### src/sv/sap_pkg.sv
// Shared types and constants of the shadow atlas slot allocator.
package sap_pkg;

	localparam logic [14:0] RESET_ATLAS_SIZE = 15'd4096;
	localparam logic [14:0] MAX_ATLAS_SIZE   = 15'd16384;
	localparam logic [2:0]  EIGHTH_FIRST_ROW = 3'd6;

	localparam logic [1:0] SIZE_HALF    = 2'd0;
	localparam logic [1:0] SIZE_QUARTER = 2'd1;
	localparam logic [1:0] SIZE_EIGHTH  = 2'd2;

	typedef enum logic [1:0] {
		ST_GRANT  = 2'd0,
		ST_DONE   = 2'd1,
		ST_NOROOM = 2'd2
	} status_t;

	typedef enum logic [1:0] {
		CMD_CLEAR   = 2'd0,
		CMD_DONE    = 2'd1,
		CMD_BADSIZE = 2'd2,
		CMD_ALLOC   = 2'd3
	} cmd_kind_t;

	typedef struct packed {
		cmd_kind_t   kind;
		logic [1:0]  slot_size;
		logic [4:0]  count;
	} cmd_t;

	typedef enum logic {
		BK_IDLE = 1'b0,
		BK_SCAN = 1'b1
	} back_state_t;

endpackage

### src/sv/sap_front.sv
// Front end: accepts request items and classifies them into queued commands.
module sap_front import sap_pkg::*; (
	input  logic       s_tvalid,
	output logic       s_tready,
	input  logic [7:0] s_tdata,   // slot_size[1:0], count[6:2], zero[7]
	input  logic       s_tuser,   // mode
	input  logic       queue_full,
	output logic       push,
	output cmd_t       cmd
);

	logic [1:0] slot_size;
	logic [4:0] count;

	assign slot_size = s_tdata[1:0];
	assign count     = s_tdata[6:2];
	assign s_tready  = !queue_full;
	assign push      = s_tvalid && !queue_full;

	always_comb begin
		cmd.slot_size = slot_size;
		cmd.count     = count;
		priority if (!s_tuser) begin
			cmd.kind = CMD_CLEAR;
		end else if (count == 5'd0) begin
			cmd.kind = CMD_DONE;
		end else if (slot_size != SIZE_HALF && slot_size != SIZE_QUARTER
				&& slot_size != SIZE_EIGHTH) begin
			cmd.kind = CMD_BADSIZE;
		end else begin
			cmd.kind = CMD_ALLOC;
		end
	end

endmodule

### src/sv/sap_fifo.sv
// Small register queue between the front end and the allocation engine.
module sap_fifo #(
	parameter int WIDTH = 9,
	parameter int DEPTH = 2
) (
	input  logic             clk,
	input  logic             arst_n,
	input  logic             push,
	input  logic [WIDTH-1:0] wr_data,
	input  logic             pop,
	output logic [WIDTH-1:0] rd_data,
	output logic             full,
	output logic             not_empty
);

	localparam int PTR_W = (DEPTH > 1) ? $clog2(DEPTH) : 1;
	localparam int CNT_W = $clog2(DEPTH + 1);
	localparam logic [PTR_W-1:0] LAST_PTR = PTR_W'(DEPTH - 1);

	logic [WIDTH-1:0] mem_q [DEPTH];
	logic [PTR_W-1:0] wr_ptr_q;
	logic [PTR_W-1:0] rd_ptr_q;
	logic [CNT_W-1:0] count_q;
	logic             do_push;
	logic             do_pop;

	assign full      = (count_q == CNT_W'(DEPTH));
	assign not_empty = (count_q != '0);
	assign do_push   = push && !full;
	assign do_pop    = pop && not_empty;
	assign rd_data   = mem_q[rd_ptr_q];

	always_ff @(posedge clk) begin
		if (do_push) begin
			mem_q[wr_ptr_q] <= wr_data;
		end
	end

	always_ff @(posedge clk or negedge arst_n) begin
		if (!arst_n) begin
			wr_ptr_q <= '0;
			rd_ptr_q <= '0;
			count_q  <= '0;
		end else begin
			if (do_push) begin
				wr_ptr_q <= (wr_ptr_q == LAST_PTR) ? '0 : wr_ptr_q + 1'b1;
			end
			if (do_pop) begin
				rd_ptr_q <= (rd_ptr_q == LAST_PTR) ? '0 : rd_ptr_q + 1'b1;
			end
			if (do_push && !do_pop) begin
				count_q <= count_q + 1'b1;
			end else if (do_pop && !do_push) begin
				count_q <= count_q - 1'b1;
			end
		end
	end

endmodule

### src/sv/sap_back.sv
// Allocation engine: holds the slot maps, scans for free slots and emits results.
module sap_back import sap_pkg::*; (
	input  logic        clk,
	input  logic        arst_n,
	input  logic        cfg_wen,
	input  logic [14:0] cfg_wdata,
	input  logic        cmd_valid,
	input  cmd_t        cmd,
	output logic        cmd_pop,
	output logic        m_tvalid,
	input  logic        m_tready,
	output logic [47:0] m_tdata,
	output logic [1:0]  m_tuser,
	output logic        m_tlast
);

	back_state_t state_q;
	back_state_t state_d;

	logic [14:0] atlas_size_q;
	logic [3:0]  half_used_q;
	logic [11:0] quarter_used_q;
	logic [15:0] eighth_used_q;

	logic [3:0]  idx_q;
	logic [4:0]  k_q;
	logic [4:0]  count_q;
	logic [1:0]  size_q;
	logic [13:0] res_q;

	logic        out_valid_q;
	logic [47:0] out_data_q;
	status_t     out_status_q;
	logic        out_last_q;

	logic        out_free;
	logic [4:0]  free_cnt;
	logic [14:0] edge_len;
	logic [13:0] res_d;
	logic [15:0] cur_map;
	logic        cur_free;
	logic        is_last;
	logic [2:0]  col;
	logic [2:0]  row;
	logic [16:0] x_full;
	logic [16:0] y_full;

	logic        load_out;
	logic [47:0] out_word;
	status_t     out_status;
	logic        out_last;
	logic        clear_maps;
	logic        start_scan;
	logic        advance;
	logic        set_bit;

	assign out_free = !out_valid_q || m_tready;
	assign edge_len = (atlas_size_q > MAX_ATLAS_SIZE) ? MAX_ATLAS_SIZE : atlas_size_q;

	always_comb begin
		unique case (cmd.slot_size)
			SIZE_HALF: begin
				free_cnt = 5'($countones(~half_used_q));
				res_d    = 14'(edge_len >> 1);
			end
			SIZE_QUARTER: begin
				free_cnt = 5'($countones(~quarter_used_q));
				res_d    = 14'(edge_len >> 2);
			end
			default: begin
				free_cnt = 5'($countones(~eighth_used_q));
				res_d    = 14'(edge_len >> 3);
			end
		endcase
	end

	always_comb begin
		unique case (size_q)
			SIZE_HALF: begin
				cur_map = {12'd0, half_used_q};
				col     = {2'd0, idx_q[0]};
				row     = {2'd0, idx_q[1]};
			end
			SIZE_QUARTER: begin
				cur_map = {4'd0, quarter_used_q};
				col     = {1'b0, idx_q[1:0]};
				row     = {1'b0, idx_q[3:2]};
			end
			default: begin
				cur_map = eighth_used_q;
				col     = idx_q[2:0];
				row     = EIGHTH_FIRST_ROW + {2'd0, idx_q[3]};
			end
		endcase
	end

	assign cur_free = !cur_map[idx_q];
	assign is_last  = (k_q + 5'd1 == count_q);
	assign x_full   = {14'd0, col} * {3'd0, res_q};
	assign y_full   = {14'd0, row} * {3'd0, res_q};

	always_comb begin
		state_d = state_q;
		unique case (state_q)
			BK_IDLE: begin
				if (cmd_valid && out_free && cmd.kind == CMD_ALLOC && free_cnt >= cmd.count) begin
					state_d = BK_SCAN;
				end
			end
			BK_SCAN: begin
				if (out_free && cur_free && is_last) begin
					state_d = BK_IDLE;
				end
			end
			default: state_d = BK_IDLE;
		endcase
	end

	always_comb begin
		cmd_pop    = 1'b0;
		load_out   = 1'b0;
		out_word   = '0;
		out_status = ST_GRANT;
		out_last   = 1'b0;
		clear_maps = 1'b0;
		start_scan = 1'b0;
		advance    = 1'b0;
		set_bit    = 1'b0;
		unique case (state_q)
			BK_IDLE: begin
				if (cmd_valid) begin
					unique case (cmd.kind)
						CMD_CLEAR: begin
							cmd_pop    = 1'b1;
							clear_maps = 1'b1;
						end
						CMD_DONE: begin
							cmd_pop    = out_free;
							load_out   = out_free;
							out_status = ST_DONE;
							out_last   = 1'b1;
						end
						CMD_BADSIZE: begin
							cmd_pop    = out_free;
							load_out   = out_free;
							out_status = ST_NOROOM;
							out_last   = 1'b1;
						end
						default: begin
							cmd_pop = out_free;
							if (free_cnt < cmd.count) begin
								load_out   = out_free;
								out_status = ST_NOROOM;
								out_last   = 1'b1;
							end else begin
								start_scan = out_free;
							end
						end
					endcase
				end
			end
			default: begin
				if (out_free) begin
					advance = 1'b1;
					if (cur_free) begin
						set_bit          = 1'b1;
						load_out         = 1'b1;
						out_status       = ST_GRANT;
						out_word[13:0]   = x_full[13:0];
						out_word[27:14]  = y_full[13:0];
						out_word[28]     = (size_q != SIZE_HALF);
						out_word[42:29]  = res_q;
						out_last         = is_last;
					end
				end
			end
		endcase
	end

	always_ff @(posedge clk or negedge arst_n) begin
		if (!arst_n) begin
			state_q        <= BK_IDLE;
			atlas_size_q   <= RESET_ATLAS_SIZE;
			half_used_q    <= '0;
			quarter_used_q <= '0;
			eighth_used_q  <= '0;
			out_valid_q    <= 1'b0;
		end else begin
			state_q <= state_d;
			if (cfg_wen) begin
				atlas_size_q <= cfg_wdata;
			end
			if (clear_maps) begin
				half_used_q    <= '0;
				quarter_used_q <= '0;
				eighth_used_q  <= '0;
			end else if (set_bit) begin
				unique case (size_q)
					SIZE_HALF:    half_used_q[idx_q[1:0]] <= 1'b1;
					SIZE_QUARTER: quarter_used_q[idx_q]   <= 1'b1;
					default:      eighth_used_q[idx_q]    <= 1'b1;
				endcase
			end
			if (load_out) begin
				out_valid_q <= 1'b1;
			end else if (m_tready) begin
				out_valid_q <= 1'b0;
			end
		end
	end

	always_ff @(posedge clk) begin
		if (load_out) begin
			out_data_q   <= out_word;
			out_status_q <= out_status;
			out_last_q   <= out_last;
		end
		if (start_scan) begin
			idx_q   <= '0;
			k_q     <= '0;
			count_q <= cmd.count;
			size_q  <= cmd.slot_size;
			res_q   <= res_d;
		end else if (advance) begin
			idx_q <= idx_q + 4'd1;
			if (set_bit) begin
				k_q <= k_q + 5'd1;
			end
		end
	end

	assign m_tvalid = out_valid_q;
	assign m_tdata  = out_data_q;
	assign m_tuser  = out_status_q;
	assign m_tlast  = out_last_q;

`ifndef SYNTH
	a_scan_below_count: assert property (@(posedge clk) disable iff (!arst_n)
		state_q == BK_SCAN |-> k_q < count_q)
		else $error("Scan continued past the requested count.");

	a_no_wrap: assert property (@(posedge clk) disable iff (!arst_n)
		(state_q == BK_SCAN && advance && idx_q == 4'hF) |-> (set_bit && is_last))
		else $error("Scan ran off the end of the slot map.");

	a_grant_in_scan: assert property (@(posedge clk) disable iff (!arst_n)
		(load_out && out_status == ST_GRANT) |-> state_q == BK_SCAN)
		else $error("Grant produced outside of a scan.");

	a_scan_ends_last: assert property (@(posedge clk) disable iff (!arst_n)
		(state_q == BK_SCAN && state_d == BK_IDLE) |-> (load_out && out_last))
		else $error("Scan ended without a final result.");
`endif

endmodule

### src/sv/shadow_atlas_slot_allocator_core.sv
// Top level of the shadow atlas slot allocator.
// Requests arrive on the s_t* channel: s_tuser is the mode (0 clear, 1 allocate),
// s_tdata carries the slot size and the count. Results leave on the m_t* channel,
// one item per granted slot, or a single done or no-room item, with the status on
// m_tuser and m_tlast on the final item of each request. A clear request produces
// no result item.
// The atlas edge length is written through cfg_wen and cfg_wdata; the user must
// write it only while idle, which the block does not enforce. A request passes
// a short command queue. With the engine idle, a done or no-room item passes the
// queue and the output register; the first grant of an allocation passes the
// queue, the scan state and the output register, after any taken slots scanned
// first. An allocation scans its map (up to 16 slots) one index per cycle while
// the output is free, emitting at most one result per cycle; done, no-room and
// clear commands need no scan. The queue takes requests while the engine is busy.
// When the receiver holds m_tready low the output register holds its item and
// the scan stops; the queue then fills and s_tready falls.
// Reset empties all slot maps, clears the queue and sets the atlas size to 4096.
module shadow_atlas_slot_allocator_core import sap_pkg::*; #(
	parameter int QUEUE_DEPTH = 2
) (
	input  logic        clk,
	input  logic        arst_n,
	input  logic        cfg_wen,
	input  logic [14:0] cfg_wdata,   // atlas_size
	input  logic        s_tvalid,
	output logic        s_tready,
	input  logic [7:0]  s_tdata,     // slot_size[1:0], count[6:2], zero[7]
	input  logic        s_tuser,     // mode
	output logic        m_tvalid,
	input  logic        m_tready,
	output logic [47:0] m_tdata,     // slot_x[13:0], slot_y[27:14], layer[28],
	                                 // resolution[42:29], zero[47:43]
	output logic [1:0]  m_tuser,     // status[1:0]
	output logic        m_tlast
);

	localparam int CMD_W = $bits(cmd_t);

	cmd_t             front_cmd;
	logic             push;
	logic             queue_full;
	logic [CMD_W-1:0] queue_rd;
	logic             queue_not_empty;
	logic             cmd_pop;

	sap_front u_front (
		.s_tvalid   (s_tvalid),
		.s_tready   (s_tready),
		.s_tdata    (s_tdata),
		.s_tuser    (s_tuser),
		.queue_full (queue_full),
		.push       (push),
		.cmd        (front_cmd)
	);

	sap_fifo #(
		.WIDTH (CMD_W),
		.DEPTH (QUEUE_DEPTH)
	) u_queue (
		.clk       (clk),
		.arst_n    (arst_n),
		.push      (push),
		.wr_data   (front_cmd),
		.pop       (cmd_pop),
		.rd_data   (queue_rd),
		.full      (queue_full),
		.not_empty (queue_not_empty)
	);

	sap_back u_back (
		.clk       (clk),
		.arst_n    (arst_n),
		.cfg_wen   (cfg_wen),
		.cfg_wdata (cfg_wdata),
		.cmd_valid (queue_not_empty),
		.cmd       (cmd_t'(queue_rd)),
		.cmd_pop   (cmd_pop),
		.m_tvalid  (m_tvalid),
		.m_tready  (m_tready),
		.m_tdata   (m_tdata),
		.m_tuser   (m_tuser),
		.m_tlast   (m_tlast)
	);

endmodule
### config.mk
export PLATFORM = sky130hd
export DESIGN_NAME = shadow_atlas_slot_allocator_core
export DESIGN_NICKNAME = d
export VERILOG_FILES = /design/src/sv/sap_pkg.sv /design/src/sv/sap_front.sv /design/src/sv/sap_fifo.sv /design/src/sv/sap_back.sv /design/src/sv/shadow_atlas_slot_allocator_core.sv
export SDC_FILE = /design/constraint.sdc
export NUM_CORES = 1
export LEC_CHECK = 0
export ABC_CLOCK_PERIOD_IN_PS = 5700
export BUFFER_PORTS_ARGS = -buffer_cell sky130_fd_sc_hd__buf_2
export CORE_MARGIN = 8
export CORE_UTILIZATION = 55
export CTS_CLUSTER_DIAMETER = 80
export DETAILED_ROUTE_END_ITERATION = 10
export GPL_ROUTABILITY_DRIVEN = 0
export PLACE_DENSITY = 0.77
export SETUP_SLACK_MARGIN = 0.2
export SYNTH_ARGS = -nofsm -noshare
export SYNTH_HDL_FRONTEND = slang
export SYNTH_HIERARCHICAL = 1
export SYNTH_SLANG_ARGS = --single-unit
### constraint.sdc
create_clock -name clk -period 5.7 [get_ports clk]
set_clock_uncertainty 0.05 [all_clocks]
set_input_delay 1.71 -clock clk [delete_from_list [all_inputs] [get_ports clk]]
set_output_delay 1.71 -clock clk [all_outputs]
set_load 0.02 [all_outputs]
* Word level (Yosys, flattened, before mapping)
Memory sizes are Yosys's and may differ from the RTL's. Cells that the tools add are included.
Storage, ports and cells: flip-flop bits (word level) 129, RAM bits 18, bits of input ports 29, logic and storage cells 185, memories kept 1
Operators by class: $add $sub $neg 36, $mul 2, magnitude comparators 7, equal/unequal tests 10, muxes and demuxes 62, bitwise logic cells 9, reduce and logical (&&, ||, !) cells 41
Memory list:
- u_queue.mem_q | words 2, width 9, read ports 1, clocked after Yosys merged registers in 0, wr ports 1, RTL line sap_fifo.sv:20 | logic [WIDTH-1:0] mem_q [DEPTH];
Operator list (count):
- $add 5x5->5 | 13
- $mux 16 | 3
- $mux 12 | 3
- $mux 1 | 35
- $add 1x1->2 | 16
- $pmux 16 s2 | 1
- $mul 3x14->14 | 2
- $pmux 14 s2 | 1
- $not 16->16 | 1
- $or 16x16->16 | 1
- $reduce_bool 2->1 | 8
- $gt 15x15->1 const B | 1
- $mux 15 | 1
- $logic_and 1x1->1 | 14
- $mux 4 | 3
- $not 12->12 | 1
- $or 12x12->12 | 1
- $pmux 3 s2 | 2
- $mux 2 | 5
- $pmux 5 s2 | 1
- $reduce_and 2->1 | 4
- $eq 2x1->1 const B | 3
- $eq 2x2->1 const B | 3
- $logic_not 2->1 | 3
- 28 further kinds | 41

* Logic depth before layout (Yosys ltp)
depth in word-level cells 12, depth in mapped cells 18

* Cells and area by module
Netlist, hierarchy kept.
Modules (own cells, without submodules):
- sap_back | instances 1, cells each 858, area each 8483.1 um^2, sequential area each 3419.5 um^2
- sap_fifo | instances 1, cells each 47, area each 852.1 um^2, sequential area each 640.6 um^2
- sap_front | instances 1, cells each 14, area each 98.8 um^2, sequential area each 0.0 um^2

* Worst setup path after synthesis
Ideal clock, no wire load.
kind reg2reg, start point reg u_back.quarter_used_q[0], end point reg u_back.out_data_q[0], in the netlist u_back/m_tdata[0], enable pin, arrival 5.431 ns, slack -0.185 ns, cell stages (with the launch flop) 19, buffers on the path 0, clock period less this slack 5.885 ns, cells stage by stage dfrtp_1 fa_1 inv_1 fa_1 fa_1 ha_1 fa_1 inv_1 fa_1 nand2_1 o21ai_0 o21ai_0 ha_1 nor2b_1 o21a_1 o21a_1 o211ai_1 nand4_1 nand2_1
On the way: word-level cells in the longest chain between the ends 11, elaborated cells between the ends (all ways) 16
RTL lines:
- start: declaration | RTL line sap_back.sv:22 | logic [11:0] quarter_used_q;
- start signal: assignment | RTL line sap_back.sv:185 | quarter_used_q <= '0;
- start signal: assignment | RTL line sap_back.sv:195 | quarter_used_q <= '0;
- start signal: indexed assignment | RTL line sap_back.sv:200 | SIZE_QUARTER: quarter_used_q[idx_q] <= 1'b1;
- $not 12->12 | RTL line sap_back.sv:67 | free_cnt = 5'($countones(~quarter_used_q));
- $add 1x1->2 (not written as such) | RTL line sap_back.sv:67
- $add 5x5->5 (not written as such) (3 in a row) | RTL line sap_back.sv:67
- $pmux 5 s2 | RTL line sap_back.sv:61 | unique case (cmd.slot_size)
- $lt 5x5->1 | RTL line sap_back.sv:151 | if (free_cnt < cmd.count) begin
- $mux 1 | RTL line sap_back.sv:151
- $pmux 1 s2 | RTL line sap_back.sv:132 | unique case (cmd.kind)
- $mux 1 | RTL line sap_back.sv:131 | if (cmd_valid) begin
- $mux 1 (*) | RTL line sap_back.sv:129 | unique case (state_q)
- net u_back.load_out | RTL line sap_back.sv:48 | logic load_out;
- end signal: assignment | RTL line sap_back.sv:214 | out_data_q <= out_word;
- end: declaration | RTL line sap_back.sv:32 | logic [47:0] out_data_q;
The timed path passes the listed nets; every way through them passes the cells marked *. The select of a mux whose other input is x is not followed. A chain may end at the register's enable or synchronous reset.

* Final worst setup path
start point reg u_back.quarter_used_q[1], end point reg u_back.out_data_q[16], in the netlist u_back/m_tdata[16], enable pin
Same word-level chain as after synthesis.

==> impl_results.md <==
- Initial DRC count: 725
- Largest net degree at the start of global routing: 54
- Run status: complete, no violations
- Tmin final: 5.53 ns
- Post-route DRC violation count: 0
- Drt via density: 5.50
- Core area: 17100 sq um
- Worst-case clock buffer depth: 2
- Final Max Tran Viols: 0
- Htree depth: 4
- Routed via count: 6699
- Die height: 147 microns
- Crit path max fanout: 7
- Synth area leaders: edfxtp_1 (27%), dfrtp_1 (14%), fa_1 (8.9%), ha_1 (6.8%), nand2_1 (4.3%)
- Share of layout cells above drive strength 1: 0.171
- Antenna Nets Post-Route: 0
- Final Cycle Share: 0.971
- Crit Path Category: flop to flop
- RSZ-0062 raised after global routing: true
- Die area: 21600 sq um
- Share of the synthesized area in the top cell type: 0.271
- Worst setup EP type: flop
- Total grt overflow: 0
- Max-Cap Viols: 0
- I/O Buffers: 75
- Area Growth Syn to Fin: 13.1%
- Worst-path clk slew: 0.06 ns
- Post-DP HPWL: 14.5 mm
- Most common cell in the netlist: nand2_1
- WL/cell: 16.9 microns
- CTS tree: yes
- Synthesized flop and latch total: 147
- Num rows: 48
- CTS root buf: clkbuf_16
- Warnings, synthesis: 6
- Startpoint types: flop
- First-pass GRT wire length: 33.5 mm
- Gate Count Post-Synth: 919
- Initial core utilization: 0.553
- Sequential area share after synthesis: 0.430
- First-pass DRT Iterations: 5
- Worst Max-Slew Pin Slew: 0.892 ns
- CP required: 5.80 ns
- Final hold viol count: 0
- Final WL: 20.6 mm
- Clk Latency, worst-skew pair: 0.43 ns
- Die boundary width: 147 microns
- WHS: 0.439 ns
- Synth Flop Type: edfxtp_1
- R2R Setup Slk: 0.17 ns
- Synth async-reset ratio: 0.361
- Cells after DPL: 1178
- Gr usage total: 0.194
- Max transition margin: 0.404
- Syn avg cell area: 10.3 sq um
- Area leader, netlist: edfxtp_1
- Clock sinks: 147
- EDFF count, synth: 85
- Vias in the first global route: 6605
- Worst path arrival time: 5.64 ns
- Final Net Count: 1102
- Max Freq: 181 MHz
- Finish-stage setup viols: 0
- Antenna cells: 0
- Cts bufs inserted: 17
- Synth Cell Area: 9430 sq um
- Hold WC Path Type: flop to flop
- Post-synth top cells: nand2_1 (107), inv_1 (86), edfxtp_1 (85)
- Netlist cell types: 68
- Initial antenna violation count: 0
- I/O pins: 82
- Fin cells: 1218
## per-layer routing
metal	routed length, microns	GRT usage	vias to the layer above
met1	8990	0.251	3188
li1	-	-	3248
met4	445	0.0801	0
met2	9880	0.308	227
met3	1240	0.0471	36
met5	0	0	-
## flip-flops by register name (all words and copies together), names as in the netlist, 2 cells and up
register,cells
u_queue/mem_q,18
u_back/k_q,5
u_back/idx_q,4
u_back/m_tuser,2
u_back/size_q,2
u_back/atlas_size_q,15
u_back/count_q,5
u_back/quarter_used_q,12
u_back/eighth_used_q,16
u_back/half_used_q,4
u_queue/count_q,2
u_back/m_tdata,43
u_back/res_q,14
## logic make-up after synthesis
family / count (synthesis) / synth area share
compound gates: 136 / 0.0923
xor+xnor: 35 / 0.0340
fa+ha+maj: 93 / 0.157
buf+inv: 140 / 0.0642
flops: 147 / 0.430
mux: 49 / 0.0592
other cells: 1 / 0.000397
simple gates: 318 / 0.163
## final timing paths
check	start	endpoint	depth (start not counted)
setup / recovery	u_back/quarter_used_q[1]	u_back/m_tdata[16]	19
hold / removal	u_queue/wr_ptr_q	u_queue/wr_ptr_q	1
setup reg to reg	u_back/quarter_used_q[1]	u_back/m_tdata[16]	19
min in group asynchronous	arst_n	u_queue/wr_ptr_q	2
hold reg to reg	u_queue/wr_ptr_q	u_queue/wr_ptr_q	1
max in group asynchronous	arst_n	u_back/eighth_used_q[15]	2
## critical path, cell delays in order (launching register included)
cell and delay (ns):
dfrtp_1 0.41, fa_1 0.56, inv_2 0.04, fa_1 0.50
fa_1 0.45, ha_1 0.32, fa_1 0.43, inv_1 0.10
fa_1 0.40, nand2_1 0.08, o21ai_1 0.07, o21ai_1 0.19
ha_1 0.27, nor2b_4 0.13, o21a_1 0.17, o21a_1 0.20
o211ai_1 0.22, nand4_1 0.21, nand2_4 0.25, clkbuf_16 0.19
## what timing repair did
| action | CTS | global route |
|---|---|---|
| gates resized for setup | 1 | 11 |
| hold buffers | 0 | 0 |
| cloned | 0 | 5 |
| pin swaps | 0 | 9 |
| setup endpoints to repair | 46 | 66 |
| buffers inserted | 0 | 3 |
## cell usage in the layout (no fill, tap or decap), types with 5 or more instances in the layout
| cell | netlist | layout |
|---|---|---|
| nand2_1 | 107 | 105 |
| inv_1 | 86 | 85 |
| edfxtp_1 | 85 | 85 |
| buf_2 | 8 | 75 |
| nor2_1 | 68 | 68 |
| dfrtp_1 | 52 | 52 |
| ha_1 | 51 | 50 |
| a21oi_1 | 48 | 47 |
| fa_1 | 42 | 42 |
| nand3_1 | 32 | 32 |
| and3_1 | 28 | 28 |
| mux2_2 | 24 | 24 |
| o21ai_0 | 25 | 23 |
| xnor2_1 | 23 | 23 |
| mux2i_1 | 22 | 22 |
| and2_1 | 21 | 21 |
| clkbuf_16 | 0 | 19 |
| nor3_1 | 13 | 13 |
| o21a_1 | 12 | 12 |
| nor2b_1 | 12 | 11 |
| xor2_1 | 11 | 11 |
| buf_4 | 14 | 9 |
| a21o_1 | 9 | 9 |
| dfxtp_1 | 9 | 9 |
| nand2b_1 | 8 | 8 |
| a31oi_1 | 7 | 7 |
| nor4_1 | 5 | 5 |
| nand3b_1 | 5 | 5 |
| conb_1 | 1 | 5 |
## final cells by class
cell class	instances	area [sq um]
fillers	1378	6390
multi-input cells	636	4810
flip-flops and latches	147	4060
repair buffers	92	586
clock buffers	19	453
inverters	86	323
well taps	225	282
clock inverters	13	158
## metrics by stage
stage               utilization  setup WS, ns  area (sq um)  TNS (ns)
floorplan                     -         0.225          9450         0
global placement          0.581         0.190          9920         0
detailed placement        0.581        0.0808          9920         0
CTS                       0.617         0.123         10500         0
global route              0.625       -0.0288         10700    -0.781
finish                    0.625         0.168         10700         0
Power is not shown: default switching activity piles up to over one toggle a cycle in this logic, so the estimate is an artifact.
